`src/tmac_pkg.sv`:
```
// shared types, codes and constants of the tracker motor angle controller
package tmac_pkg;

  // angle fields, two's complement, hundredths of a degree
  localparam int AngleBits = 16;

  // configuration port
  localparam int CfgDataW = (AngleBits > 16) ? AngleBits : 16;
  localparam int CfgIdxW  = 3;

  localparam logic [CfgIdxW-1:0] RegTrackingAccuracy = 3'd0;
  localparam logic [CfgIdxW-1:0] RegSwitchDelayLimit = 3'd1;
  localparam logic [CfgIdxW-1:0] RegRunTimeLimit     = 3'd2;
  localparam logic [CfgIdxW-1:0] RegPivotAngle       = 3'd3;
  localparam logic [CfgIdxW-1:0] RegAutoTrackerCode  = 3'd4;
  localparam logic [CfgIdxW-1:0] RegAutoAiCode       = 3'd5;

  // register reset values
  localparam logic [14:0]          TrackingAccuracyReset = 15'd100;
  localparam logic [7:0]           SwitchDelayLimitReset = 8'd200;
  localparam logic [15:0]          RunTimeLimitReset     = 16'd2000;
  localparam logic [AngleBits-1:0] PivotAngleReset       = AngleBits'(9000);
  localparam logic [7:0]           AutoTrackerCodeReset  = 8'd1;
  localparam logic [7:0]           AutoAiCodeReset       = 8'd2;

  // move state codes
  localparam logic [1:0] StIdle   = 2'd0;
  localparam logic [1:0] StEast   = 2'd1;
  localparam logic [1:0] StWest   = 2'd2;

  // direction codes
  localparam logic [1:0] DirNone  = 2'd0;
  localparam logic [1:0] DirEast  = 2'd1;
  localparam logic [1:0] DirWest  = 2'd2;

  // motor command codes
  localparam logic [1:0] CmdNone  = 2'd0;
  localparam logic [1:0] CmdStop  = 2'd1;
  localparam logic [1:0] CmdEast  = 2'd2;
  localparam logic [1:0] CmdWest  = 2'd3;

  // supply request codes
  localparam logic [1:0] SupNone  = 2'd0;
  localparam logic [1:0] SupBat   = 2'd1;
  localparam logic [1:0] SupPv    = 2'd2;

  typedef struct packed {
    logic [AngleBits-1:0] target_angle;
    logic [AngleBits-1:0] actual_angle;
    logic                 motor_enable;
    logic [5:0]           fault_flags;
    logic                 east_soft_limit;
    logic                 west_soft_limit;
    logic                 need_lead;
    logic [7:0]           work_mode;
  } in_t;

  typedef struct packed {
    logic [1:0] motor_command;
    logic [1:0] requested_direction;
    logic [1:0] supply_request;
    logic [1:0] control_state;
  } out_t;

  typedef struct packed {
    logic [14:0]          tracking_accuracy;
    logic [7:0]           switch_delay_limit;
    logic [15:0]          run_time_limit;
    logic [AngleBits-1:0] pivot_angle;
    logic [7:0]           auto_tracker_code;
    logic [7:0]           auto_ai_code;
  } cfg_t;

  typedef struct packed {
    logic [1:0]  move_state;
    logic [1:0]  pending_direction;
    logic [7:0]  switch_delay_count;
    logic [15:0] run_time_count;
  } state_t;

endpackage

```
`src/tmac_cfg_regs.sv`:
```
// configuration register file of the tracker motor angle controller
module tmac_cfg_regs (
  input  logic                         clk_i,
  input  logic                         rst_ni,
  input  logic                         cfg_we_i,
  input  logic [tmac_pkg::CfgIdxW-1:0] cfg_idx_i,
  input  logic [tmac_pkg::CfgDataW-1:0] cfg_data_i,
  output tmac_pkg::cfg_t               cfg_o
);

  tmac_pkg::cfg_t cfg_q, cfg_d;

  always_comb begin
    cfg_d = cfg_q;
    if (cfg_we_i) begin
      unique case (cfg_idx_i)
        tmac_pkg::RegTrackingAccuracy: cfg_d.tracking_accuracy  = cfg_data_i[14:0];
        tmac_pkg::RegSwitchDelayLimit: cfg_d.switch_delay_limit = cfg_data_i[7:0];
        tmac_pkg::RegRunTimeLimit:     cfg_d.run_time_limit     = cfg_data_i[15:0];
        tmac_pkg::RegPivotAngle:
          cfg_d.pivot_angle = cfg_data_i[tmac_pkg::AngleBits-1:0];
        tmac_pkg::RegAutoTrackerCode:  cfg_d.auto_tracker_code  = cfg_data_i[7:0];
        tmac_pkg::RegAutoAiCode:       cfg_d.auto_ai_code       = cfg_data_i[7:0];
        default: ;  // unmapped index, write dropped
      endcase
    end
  end

  always_ff @(posedge clk_i or negedge rst_ni) begin
    if (!rst_ni) begin
      cfg_q.tracking_accuracy  <= tmac_pkg::TrackingAccuracyReset;
      cfg_q.switch_delay_limit <= tmac_pkg::SwitchDelayLimitReset;
      cfg_q.run_time_limit     <= tmac_pkg::RunTimeLimitReset;
      cfg_q.pivot_angle        <= tmac_pkg::PivotAngleReset;
      cfg_q.auto_tracker_code  <= tmac_pkg::AutoTrackerCodeReset;
      cfg_q.auto_ai_code       <= tmac_pkg::AutoAiCodeReset;
    end else begin
      cfg_q <= cfg_d;
    end
  end

  assign cfg_o = cfg_q;

endmodule

```
`src/tmac_step.sv`:
```
// per-tick control logic: move state machine, counters and supply choice
module tmac_step (
  input  tmac_pkg::cfg_t   cfg_i,
  input  tmac_pkg::state_t state_i,
  input  tmac_pkg::in_t    in_i,
  output tmac_pkg::state_t state_o,
  output tmac_pkg::out_t   out_o
);

  localparam int AW   = tmac_pkg::AngleBits;
  // room for the angle difference and the 15 bit accuracy, plus a sign
  localparam int CmpW = ((AW + 2) > 17) ? (AW + 2) : 17;

  logic signed [CmpW-1:0] tgt_x, act_x, diff, neg_diff;
  logic signed [CmpW-1:0] acc_x, neg_acc, lead_x;
  logic                   run_ok;
  logic                   go;
  logic                   mode_auto;
  logic                   act_lt_pivot, act_gt_pivot;
  logic [7:0]             sdc_inc;
  logic [15:0]            rtc_inc;
  tmac_pkg::state_t       st;
  logic [1:0]             cmd;
  logic [1:0]             supply;

  assign tgt_x    = {{(CmpW-AW){in_i.target_angle[AW-1]}}, in_i.target_angle};
  assign act_x    = {{(CmpW-AW){in_i.actual_angle[AW-1]}}, in_i.actual_angle};
  assign diff     = tgt_x - act_x;
  assign neg_diff = act_x - tgt_x;
  assign acc_x    = {{(CmpW-15){1'b0}}, cfg_i.tracking_accuracy};
  assign neg_acc  = -acc_x;
  // lead angle is half the accuracy, truncated
  assign lead_x   = in_i.need_lead ? {{(CmpW-14){1'b0}}, cfg_i.tracking_accuracy[14:1]}
                                   : '0;

  assign run_ok    = in_i.motor_enable && (in_i.fault_flags == 6'd0);
  assign go        = state_i.switch_delay_count > cfg_i.switch_delay_limit;
  assign sdc_inc   = state_i.switch_delay_count + 8'd1;
  assign rtc_inc   = state_i.run_time_count + 16'd1;
  assign mode_auto = (in_i.work_mode == cfg_i.auto_tracker_code) ||
                     (in_i.work_mode == cfg_i.auto_ai_code);
  assign act_lt_pivot = $signed(in_i.actual_angle) < $signed(cfg_i.pivot_angle);
  assign act_gt_pivot = $signed(in_i.actual_angle) > $signed(cfg_i.pivot_angle);

  always_comb begin
    st     = state_i;
    cmd    = tmac_pkg::CmdNone;
    supply = tmac_pkg::SupNone;

    if (run_ok) begin
      unique case (state_i.move_state)
        tmac_pkg::StIdle: begin
          if (diff > acc_x) begin
            st.pending_direction  = tmac_pkg::DirWest;
            st.switch_delay_count = go ? 8'd0 : sdc_inc;
            if (go) st.move_state = tmac_pkg::StWest;
          end else if (diff < neg_acc) begin
            st.pending_direction  = tmac_pkg::DirEast;
            st.switch_delay_count = go ? 8'd0 : sdc_inc;
            if (go) st.move_state = tmac_pkg::StEast;
          end else begin
            cmd                   = tmac_pkg::CmdStop;
            st.switch_delay_count = 8'd0;
            st.pending_direction  = tmac_pkg::DirNone;
          end
        end
        tmac_pkg::StEast: begin
          if ((diff >= lead_x) || in_i.east_soft_limit) begin
            cmd               = tmac_pkg::CmdStop;
            st.move_state     = tmac_pkg::StIdle;
            st.run_time_count = 16'd0;
          end else begin
            cmd               = tmac_pkg::CmdEast;
            st.run_time_count = rtc_inc;
          end
        end
        tmac_pkg::StWest: begin
          if ((neg_diff >= lead_x) || in_i.west_soft_limit) begin
            cmd               = tmac_pkg::CmdStop;
            st.move_state     = tmac_pkg::StIdle;
            st.run_time_count = 16'd0;
          end else begin
            cmd               = tmac_pkg::CmdWest;
            st.run_time_count = rtc_inc;
          end
        end
        default: begin
          // unused state code falls back to idle
          cmd               = tmac_pkg::CmdStop;
          st.move_state     = tmac_pkg::StIdle;
          st.run_time_count = 16'd0;
        end
      endcase
    end else begin
      cmd                  = tmac_pkg::CmdStop;
      st.move_state        = tmac_pkg::StIdle;
      st.pending_direction = tmac_pkg::DirNone;
      st.run_time_count    = 16'd0;
    end

    if (st.run_time_count > cfg_i.run_time_limit) begin
      st.run_time_count = 16'd0;
      supply            = tmac_pkg::SupBat;
    end

    if (st.move_state == tmac_pkg::StIdle) begin
      priority if (st.pending_direction == tmac_pkg::DirNone) begin
        supply = tmac_pkg::SupPv;
      end else if (!mode_auto) begin
        supply = tmac_pkg::SupBat;
      end else if (st.pending_direction == tmac_pkg::DirWest) begin
        supply = act_lt_pivot ? tmac_pkg::SupBat : tmac_pkg::SupPv;
      end else if (st.pending_direction == tmac_pkg::DirEast) begin
        supply = act_gt_pivot ? tmac_pkg::SupBat : tmac_pkg::SupPv;
      end
    end
  end

  assign state_o                   = st;
  assign out_o.motor_command       = cmd;
  assign out_o.requested_direction = st.pending_direction;
  assign out_o.supply_request      = supply;
  assign out_o.control_state       = st.move_state;

endmodule

```
`src/tracker_motor_angle_controller_unit.sv`:
```
// top level of the tracker motor angle controller
// one control tick per beat: a beat is taken into an input register, the tick logic runs
// between that register and the result register, which offers the result beat; while the
// result side does not stall, a new beat is accepted every cycle, so the sustained rate is
// one tick per clock, set by the single pass from the input register through the
// move state machine and counters to the result register; the controller state advances
// when a tick moves into the result register, and a stalled result holds only the input
// register once both stages are full; configuration is written through a plain write port
// (index 0 accuracy, 1 switch delay limit, 2 run time limit, 3 pivot angle, 4 and 5 the
// automatic work mode codes) and should only change while no ticks are in flight
module tracker_motor_angle_controller_unit (
  input  logic                          clk_i,
  input  logic                          rst_ni,
  // tick input
  input  logic                          in_valid_i,
  output logic                          in_stall_o,
  input  tmac_pkg::in_t                 in_data_i,
  // result output
  output logic                          out_valid_o,
  input  logic                          out_stall_i,
  output tmac_pkg::out_t                out_data_o,
  // configuration
  input  logic                          cfg_we_i,
  input  logic [tmac_pkg::CfgIdxW-1:0]  cfg_idx_i,
  input  logic [tmac_pkg::CfgDataW-1:0] cfg_data_i
);

  tmac_pkg::cfg_t   cfg;
  tmac_pkg::state_t state_q, state_d;
  tmac_pkg::in_t    in_q;
  tmac_pkg::out_t   out_q, step_out;
  logic             in_valid_q, in_valid_d;
  logic             out_valid_q, out_valid_d;
  logic             out_free;   // result register can take a beat
  logic             adv;        // tick moves from input to result register
  logic             in_take;

  tmac_cfg_regs u_cfg (
    .clk_i      (clk_i),
    .rst_ni     (rst_ni),
    .cfg_we_i   (cfg_we_i),
    .cfg_idx_i  (cfg_idx_i),
    .cfg_data_i (cfg_data_i),
    .cfg_o      (cfg)
  );

  tmac_step u_step (
    .cfg_i   (cfg),
    .state_i (state_q),
    .in_i    (in_q),
    .state_o (state_d),
    .out_o   (step_out)
  );

  // handshake between the two stages
  assign out_free    = !out_valid_q || !out_stall_i;
  assign adv         = in_valid_q && out_free;
  assign in_stall_o  = in_valid_q && !adv;
  assign in_take     = in_valid_i && !in_stall_o;
  assign in_valid_d  = in_take || (in_valid_q && !adv);
  assign out_valid_d = adv || (out_valid_q && out_stall_i);

  // control state
  always_ff @(posedge clk_i or negedge rst_ni) begin
    if (!rst_ni) begin
      in_valid_q  <= 1'b0;
      out_valid_q <= 1'b0;
      state_q     <= '0;
    end else begin
      in_valid_q  <= in_valid_d;
      out_valid_q <= out_valid_d;
      if (adv) state_q <= state_d;
    end
  end

  // payload registers
  always_ff @(posedge clk_i) begin
    if (in_take) in_q <= in_data_i;
    if (adv) out_q <= step_out;
  end

  assign out_valid_o = out_valid_q;
  assign out_data_o  = out_q;

  // while moving, the pending direction matches the move direction
  a_move_dir : assert property (@(posedge clk_i) disable iff (!rst_ni)
    (out_valid_o && out_data_o.control_state != tmac_pkg::StIdle) |->
      out_data_o.requested_direction == out_data_o.control_state)
    else $error("moving without matching pending direction");

  // a turn command only comes with the matching move state
  a_turn_state : assert property (@(posedge clk_i) disable iff (!rst_ni)
    (out_valid_o && (out_data_o.motor_command == tmac_pkg::CmdEast ||
                     out_data_o.motor_command == tmac_pkg::CmdWest)) |->
      ((out_data_o.motor_command == tmac_pkg::CmdEast &&
        out_data_o.control_state == tmac_pkg::StEast) ||
       (out_data_o.motor_command == tmac_pkg::CmdWest &&
        out_data_o.control_state == tmac_pkg::StWest)))
    else $error("turn command without matching move state");

  // idle always names a supply
  a_idle_supply : assert property (@(posedge clk_i) disable iff (!rst_ni)
    (out_valid_o && out_data_o.control_state == tmac_pkg::StIdle) |->
      out_data_o.supply_request != tmac_pkg::SupNone)
    else $error("idle result without supply request");

  // input stalls only while both the input and the result register hold a tick
  a_stall_full : assert property (@(posedge clk_i) disable iff (!rst_ni)
    in_stall_o |-> (in_valid_q && out_valid_q))
    else $error("input stalled with free pipeline stage");

endmodule

```
`config.mk`:
```
export PLATFORM = sky130hd
export DESIGN_NAME = tracker_motor_angle_controller_unit
export DESIGN_NICKNAME = d
export VERILOG_FILES = /design/src/tmac_pkg.sv /design/src/tmac_cfg_regs.sv /design/src/tmac_step.sv /design/src/tracker_motor_angle_controller_unit.sv
export SDC_FILE = /design/constraint.sdc
export NUM_CORES = 1
export LEC_CHECK = 0
export ABC_AREA = 1
export BUFFER_PORTS_ARGS = -buffer_cell sky130_fd_sc_hd__buf_4
export CORE_ASPECT_RATIO = 0.9
export CORE_MARGIN = 1
export CORE_UTILIZATION = 58
export CTS_BUF_LIST = sky130_fd_sc_hd__clkbuf_2
export DETAILED_ROUTE_END_ITERATION = 12
export GPL_TIMING_DRIVEN = 0
export PLACE_DENSITY = 0.77
export SYNTH_ARGS = -nofsm -noshare
export SYNTH_HDL_FRONTEND = slang
export SYNTH_SLANG_ARGS = --single-unit
```
`constraint.sdc`:
```
create_clock -name clk_i -period 6.33 [get_ports clk_i]
set_input_delay 0.9495 -clock clk_i [delete_from_list [all_inputs] [get_ports clk_i]]
set_output_delay 0.9495 -clock clk_i [all_outputs]
set_load 0.05 [all_outputs]
```
== After elaboration in Yosys (flattened, before gate mapping) ==
Cells that the tools add are included.
W data, S select, Z words.
Word-level totals
  bits in registers: 159
  bits in latches: 0
  memory bits (writable): 0
  memory bits (read-only): 0
  input bits: 74
  output and inout port bits: 10
  word-level logic and storage cells: 105
  memories kept: 0
Cells by class
  add/subtract/negate cells: 5
  $mul: 0
  div/mod/pow operators: 0
  $lt $le $gt $ge: 8
  equality and inequality tests: 11
  shift operators: 0
  mux-type cells: 30
  bitwise operators: 0
  reductions and logical operators: 27
Operators with widths (number)
  $mux W16: 4
  $pmux W16 S3: 1
  $ge A18 B18 Y1: 2
  $sub A16 B16 Y17: 2
  $gt A16 B16 Y1: 2
  $mux W2: 15
  $gt A18 B16 Y1: 1
  $lt A18 B18 Y1: 1
  $neg A15 Y18: 1
  $add A16 B1 Y16 const B: 1
  $eq A8 B8 Y1: 2
  $lt A16 B16 Y1: 1
  $mux W14: 1
  $mux W12: 1
  $pmux W2 S3: 2
  $reduce_and A2 Y1: 6
  $mux W10: 1
  $mux W9: 1
  $add A8 B1 Y8 const B: 1
  $gt A8 B8 Y1: 1
  $mux W8: 1
  $eq A3 B2 Y1 const B: 2
  $eq A3 B3 Y1 const B: 2
  $logic_not A2 Y1: 3
  other kinds (11): 26

== Logic depth before layout (Yosys ltp) ==
  word-level depth: 13
  mapped depth: 41

== Cells and area by module ==
From an unflattened synthesis, not the netlist that was laid out.
Second synthesis, totals
  cell total of the unflattened synthesis: 1527
  area total of the unflattened synthesis: 11756.3 µm²
By module, submodules not included
  tmac_step: instances 1, cells an instance 1019, area an instance 6000.8 µm²
  tracker_motor_angle_controller_unit: instances 1, cells an instance 191, area an instance 2946.6 µm²
  tmac_cfg_regs: instances 1, cells an instance 317, area an instance 2808.9 µm²

== Worst setup path before layout ==
OpenSTA, ideal clock, no wires.
  kind: register to register
  start point: reg in_q[20] (netlist bit)
  end point: reg state_q[10] (netlist bit)
  setup time: 86 ps
  arrival: 4605 ps
  required time: 6244 ps
  setup slack: 1639 ps
  stages on the path, launching flop included: 34
  period minus slack after synthesis: 4691 ps
  cell sequence: edfxtp_1 -> inv_1 -> ha_1 -> buf_4 -> nand2_1 -> nand2_1 -> a31oi_1 -> inv_1 -> a21oi_1 -> o21ai_0 -> xor2_1 -> ha_1 -> nand4_1 -> inv_1 -> nand3b_1 -> o2111ai_1 -> a21oi_1 -> o2111ai_1 -> nand2_1 -> nand2_2 -> nand2_4 -> nand3_1 -> o21ai_0 -> and2_1 -> ha_1 -> a21oi_1 -> nor2_1 -> a211oi_1 -> o221a_2 -> a32oi_1 -> nor2_1 -> buf_2 -> nand3_1 -> o21ai_0
On the way
  cells in the longest elaborated chain, start to end: 8
  elaborated cells on any way between the ends: 12
  classes of those cells: 2 x add/sub; 3 x order compare; 5 x mux; 2 x reduce/logical
Ends and longest elaborated chain
  start: declaration: RTL line tracker_motor_angle_controller_unit.sv:30  | tmac_pkg::in_t in_q;
  start signal: assignment: RTL line tracker_motor_angle_controller_unit.sv:78  | if (in_take) in_q <= in_data_i;
  $sub A16 B16 Y17, on equally long branches: RTL line tmac_step.sv:29, tmac_step.sv:28
  $ge A18 B18 Y1, on equally long branches: RTL line tmac_step.sv:78, tmac_step.sv:68
  $logic_or A1 B1 Y1, on equally long branches: RTL line tmac_step.sv:78, tmac_step.sv:68
  $mux W16, on equally long branches: RTL line tmac_step.sv:78, tmac_step.sv:68
  $pmux W16 S3 *: RTL line tmac_step.sv:51  | unique case (state_i.move_state)
  $mux W16 *: RTL line tmac_step.sv:50  | if (run_ok) begin
  $gt A16 B16 Y1: RTL line tmac_step.sv:101  | if (st.run_time_count > cfg_i.run_time_limit) begin
  $mux W16 *: RTL line tmac_step.sv:101
  end signal: assignment: RTL line tracker_motor_angle_controller_unit.sv:72  | if (adv) state_q <= state_d;
  end: declaration: RTL line tracker_motor_angle_controller_unit.sv:29  | tmac_pkg::state_t state_q, state_d;
Mark *: on every way between the ends. The rest lies on a longest branch, timed or not.
A chain may end at the register's enable or synchronous reset.

== Final worst setup path ==
  start point: reg in_q[21] (netlist bit)
  end point: reg state_q[10] (netlist bit)
The elaborated chain is that of the path after synthesis.

==> run summary <==
Outcome = complete, no violations
Worst r2r src = in_q[21]
Power Dens Cells = 232 nW/um2
Distinct cell type count after synthesis = 59
Post-synth top area cell = dfrtp_1
Worst-path clk slew = 350 ps
Synth warn = 0
Crit path largest cell delay = 550 ps
Met3 routed WL = 1.66 mm
Critical path launch point type = register
Drc violations = 0
Synth top cells by count = nand2_1 (328), inv_1 (202), ha_1 (123), o21ai_0 (105), dfrtp_1 (82)
Drt pass-1 iters = 5
Final std cells w/o fill = 1755
WP data required = 7040 ps
Via density = 5.48
R2r setup slk = 460 ps
Layout cell share with drive strength beyond 1 = 0.148
Top delay family on crit path = compound AO/OA/AOI/OAI gates
Clock Path Buffers = 2
Clock Root Buffer = clkbuf_2
Leakage = 6.18 nW
Top-area cell type share of the netlist area = 0.182
Reg-to-reg endpoint = state_q[10]
CTS tree = built
Nets = 1695
Wl on met1 = 12.8 mm
Die height = 134 um
Pins Over Slew Limit = 0
CTS HTree Levels = 4
Row count = 47
Final setup viols = 0
Ports = 84
Yosys reg bits = 159
Number of I/O port buffers = 83
Top cells by area, synth = dfrtp_1 (18%), edfxtp_1 (15%), ha_1 (14%)
Die width = 149 um
CP max-delay cell = edfxtp_1
Hold Buf Count CTS = 0
Synth Cell Area = 11300 um2
Vias post-DR = 9620
Area grow syn2layout = 11.2%
DP Area = 12200 um2
Crit end category = register
Async SR Flop Fraction = 0.635
Final setup skew = 91.2 ps
Tmin final = 5870 ps
Clock latency on the worst-skew pair = 810 ps
HP Class = input port to async pin
Tightest Pin Transition = 922 ps
Core ar. = 18700 um2
Post-synth EDFFs = 58
Pre-CTS setup slack = 511 ps
Final HPWL DP = 21.2 mm
Antenna violations before repair = 1
Worst vdd rail ir drop = 0.000190 V
Synth Instances = 1392
Post-route setup slack = 464 ps
Final hold violations = 0
Post-route cell area = 12500 um2
Wire per inst = 15.3 um
Total CTS buffers = 17
Initial Utilization = 0.602
R2R depth = 30
Placed insts = 1721
ANT nets after route = 0
Max Freq = 170 MHz
Crit-path max FO = 10
First-pass GRT wire length = 43.8 mm
Maxcap violations = 0
Largest net degree at the start of global routing = 102
Total grt overflow = 0
Seq/Total Area, Yosys = 0.381
Total GRT Usage = 0.283
Tcrit/Tclk final = 0.927
Synth Net Count = 1591
Buf/Inv on CP = 4
Relative slew slack = 0.385
CTS sink count = 159
Final wirelength = 26.8 mm
Die area = 20000 um2
CP Data Arrival Time = 6580 ps
Top layer in use = met4
Placer Congestion = 0.968
Vias in the first global route = 8814
Count leader, synth = nand2_1
Critical path class = register to register
Syn avg cell area = 8.09 um2
Initial detailed-routing violation count = 780
# fillers = 1587
Main synth FF type = dfrtp_1
WL met2 = 11.6 mm
-- worst reg2reg max path: cells and delay by family, from the launching register on --
family	cells	cell delay (ps)
buffers and inverters	4	570
DFF	1	550
xor gates and xnor gates	1	180
adders and majority gates	3	1050
and+or+nand+nor	10	1260
AOI/OAI and AO/OA	12	2210
-- kinds of logic (layout without fill, tap and decap cells) --
family,after synthesis,count (layout),synth area share
buffers and inverters,247,364,0.0861
other,0,1,0
adders and majority gates,125,125,0.140
AOI/OAI and AO/OA,233,233,0.119
DFF,159,159,0.381
and+or+nand+nor,571,571,0.229
xor gates and xnor gates,57,57,0.0443
-- power breakdown --
group | total (W) | leakage (nW) | internal (W) | switching [W]
Clock | 0.000594 | 0.156 | 0.000140 | 0.000455
Sequential | 0.00129 | 1.82 | 0.00120 | 0.0000929
Combinational | 0.00102 | 4.21 | 0.000389 | 0.000631
Total | 0.00291 | 6.18 | 0.00173 | 0.00118
-- worst max-delay path by stage --
stage	start	slack (ps)	cells past startpoint	to
detailed placement	in_q[20]	510	33	state_q[10]
global route	in_q[20]	-20	33	state_q[10]
finish	in_q[21]	460	30	state_q[10]
CTS	in_q[20]	440	33	state_q[10]
global placement	in_q[20]	600	33	state_q[9]
floorplan	in_q[20]	1640	33	state_q[10]
-- registers in the layout (all words and copies together) (netlist names) --
signal	flops
in_valid_q	1
out_valid_o	1
out_data_o	8
u_cfg.cfg_o	71
state_q	28
in_q	50
-- metal layers --
layer,up-vias,track usage
li1,4801,-
met1,4460,0.422
met2,322,0.419
met3,37,0.0456
met4,0,0.0935
met5,-,0
-- metrics by stage --
stage	util	TNS, ps	power [W]	hold WS (ps)
6_report	0.669	0	0.00291	196
5_1_grt	0.669	-22.6	0.00312	195
4_1_cts	0.668	0	0.00291	212
3_5_place_dp	0.653	0	0.00231	475
3_3_place_gp	0.652	0	0.00227	467
2_1_floorplan	-	0	0.00202	453
-- area by class of cell --
type	count	area (um2)	share of cell area
Buffer	32	160	0.0128
Antenna cell	1	2.50	0.000200
Tap cell	245	307	0.0245
Clock buffer	17	85.1	0.00680
Sequential cell	159	4290	0.343
Multi-Input combinational cell	986	6010	0.481
Clock inverter	15	190	0.0152
Timing Repair Buffer	85	654	0.0523
Inverter	215	810	0.0647
-- what timing repair did --
item                                    in CTS  in global routing
resized for setup                            0                  3
endpoints found under the setup margin       0                 10
buffers inserted                             0                  1
endpoints found under the hold margin        0                  0
-- cell usage in the layout (no fill, tap or decap), drive strengths merged, types with 2 or more instances in the layout --
cell type | synthesis | routed
nand2 | 351 | 351
inv | 214 | 220
ha | 123 | 123
o21ai | 109 | 109
buf | 14 | 99
dfrtp | 82 | 82
nand3 | 78 | 78
nor2 | 78 | 78
a21oi | 70 | 70
edfxtp | 58 | 58
xor2 | 42 | 42
clkbuf | 18 | 35
nand4 | 24 | 24
dfstp | 19 | 19
nor3 | 16 | 16
xnor2 | 15 | 15
and2 | 11 | 11
clkinv | 1 | 9
o2111ai | 7 | 7
o31ai | 6 | 6
a21boi | 6 | 6
o22ai | 5 | 5
nand3b | 4 | 4
a21o | 4 | 4
o21a | 4 | 4
or2 | 4 | 4
o21bai | 3 | 3
a211oi | 3 | 3
o2bb2ai | 3 | 3
o211ai | 2 | 2
nor3b | 2 | 2
a32oi | 2 | 2
a221oi | 2 | 2
o41ai | 2 | 2
fa | 2 | 2
nor4 | 2 | 2
Power figures use the tool's default switching activity.
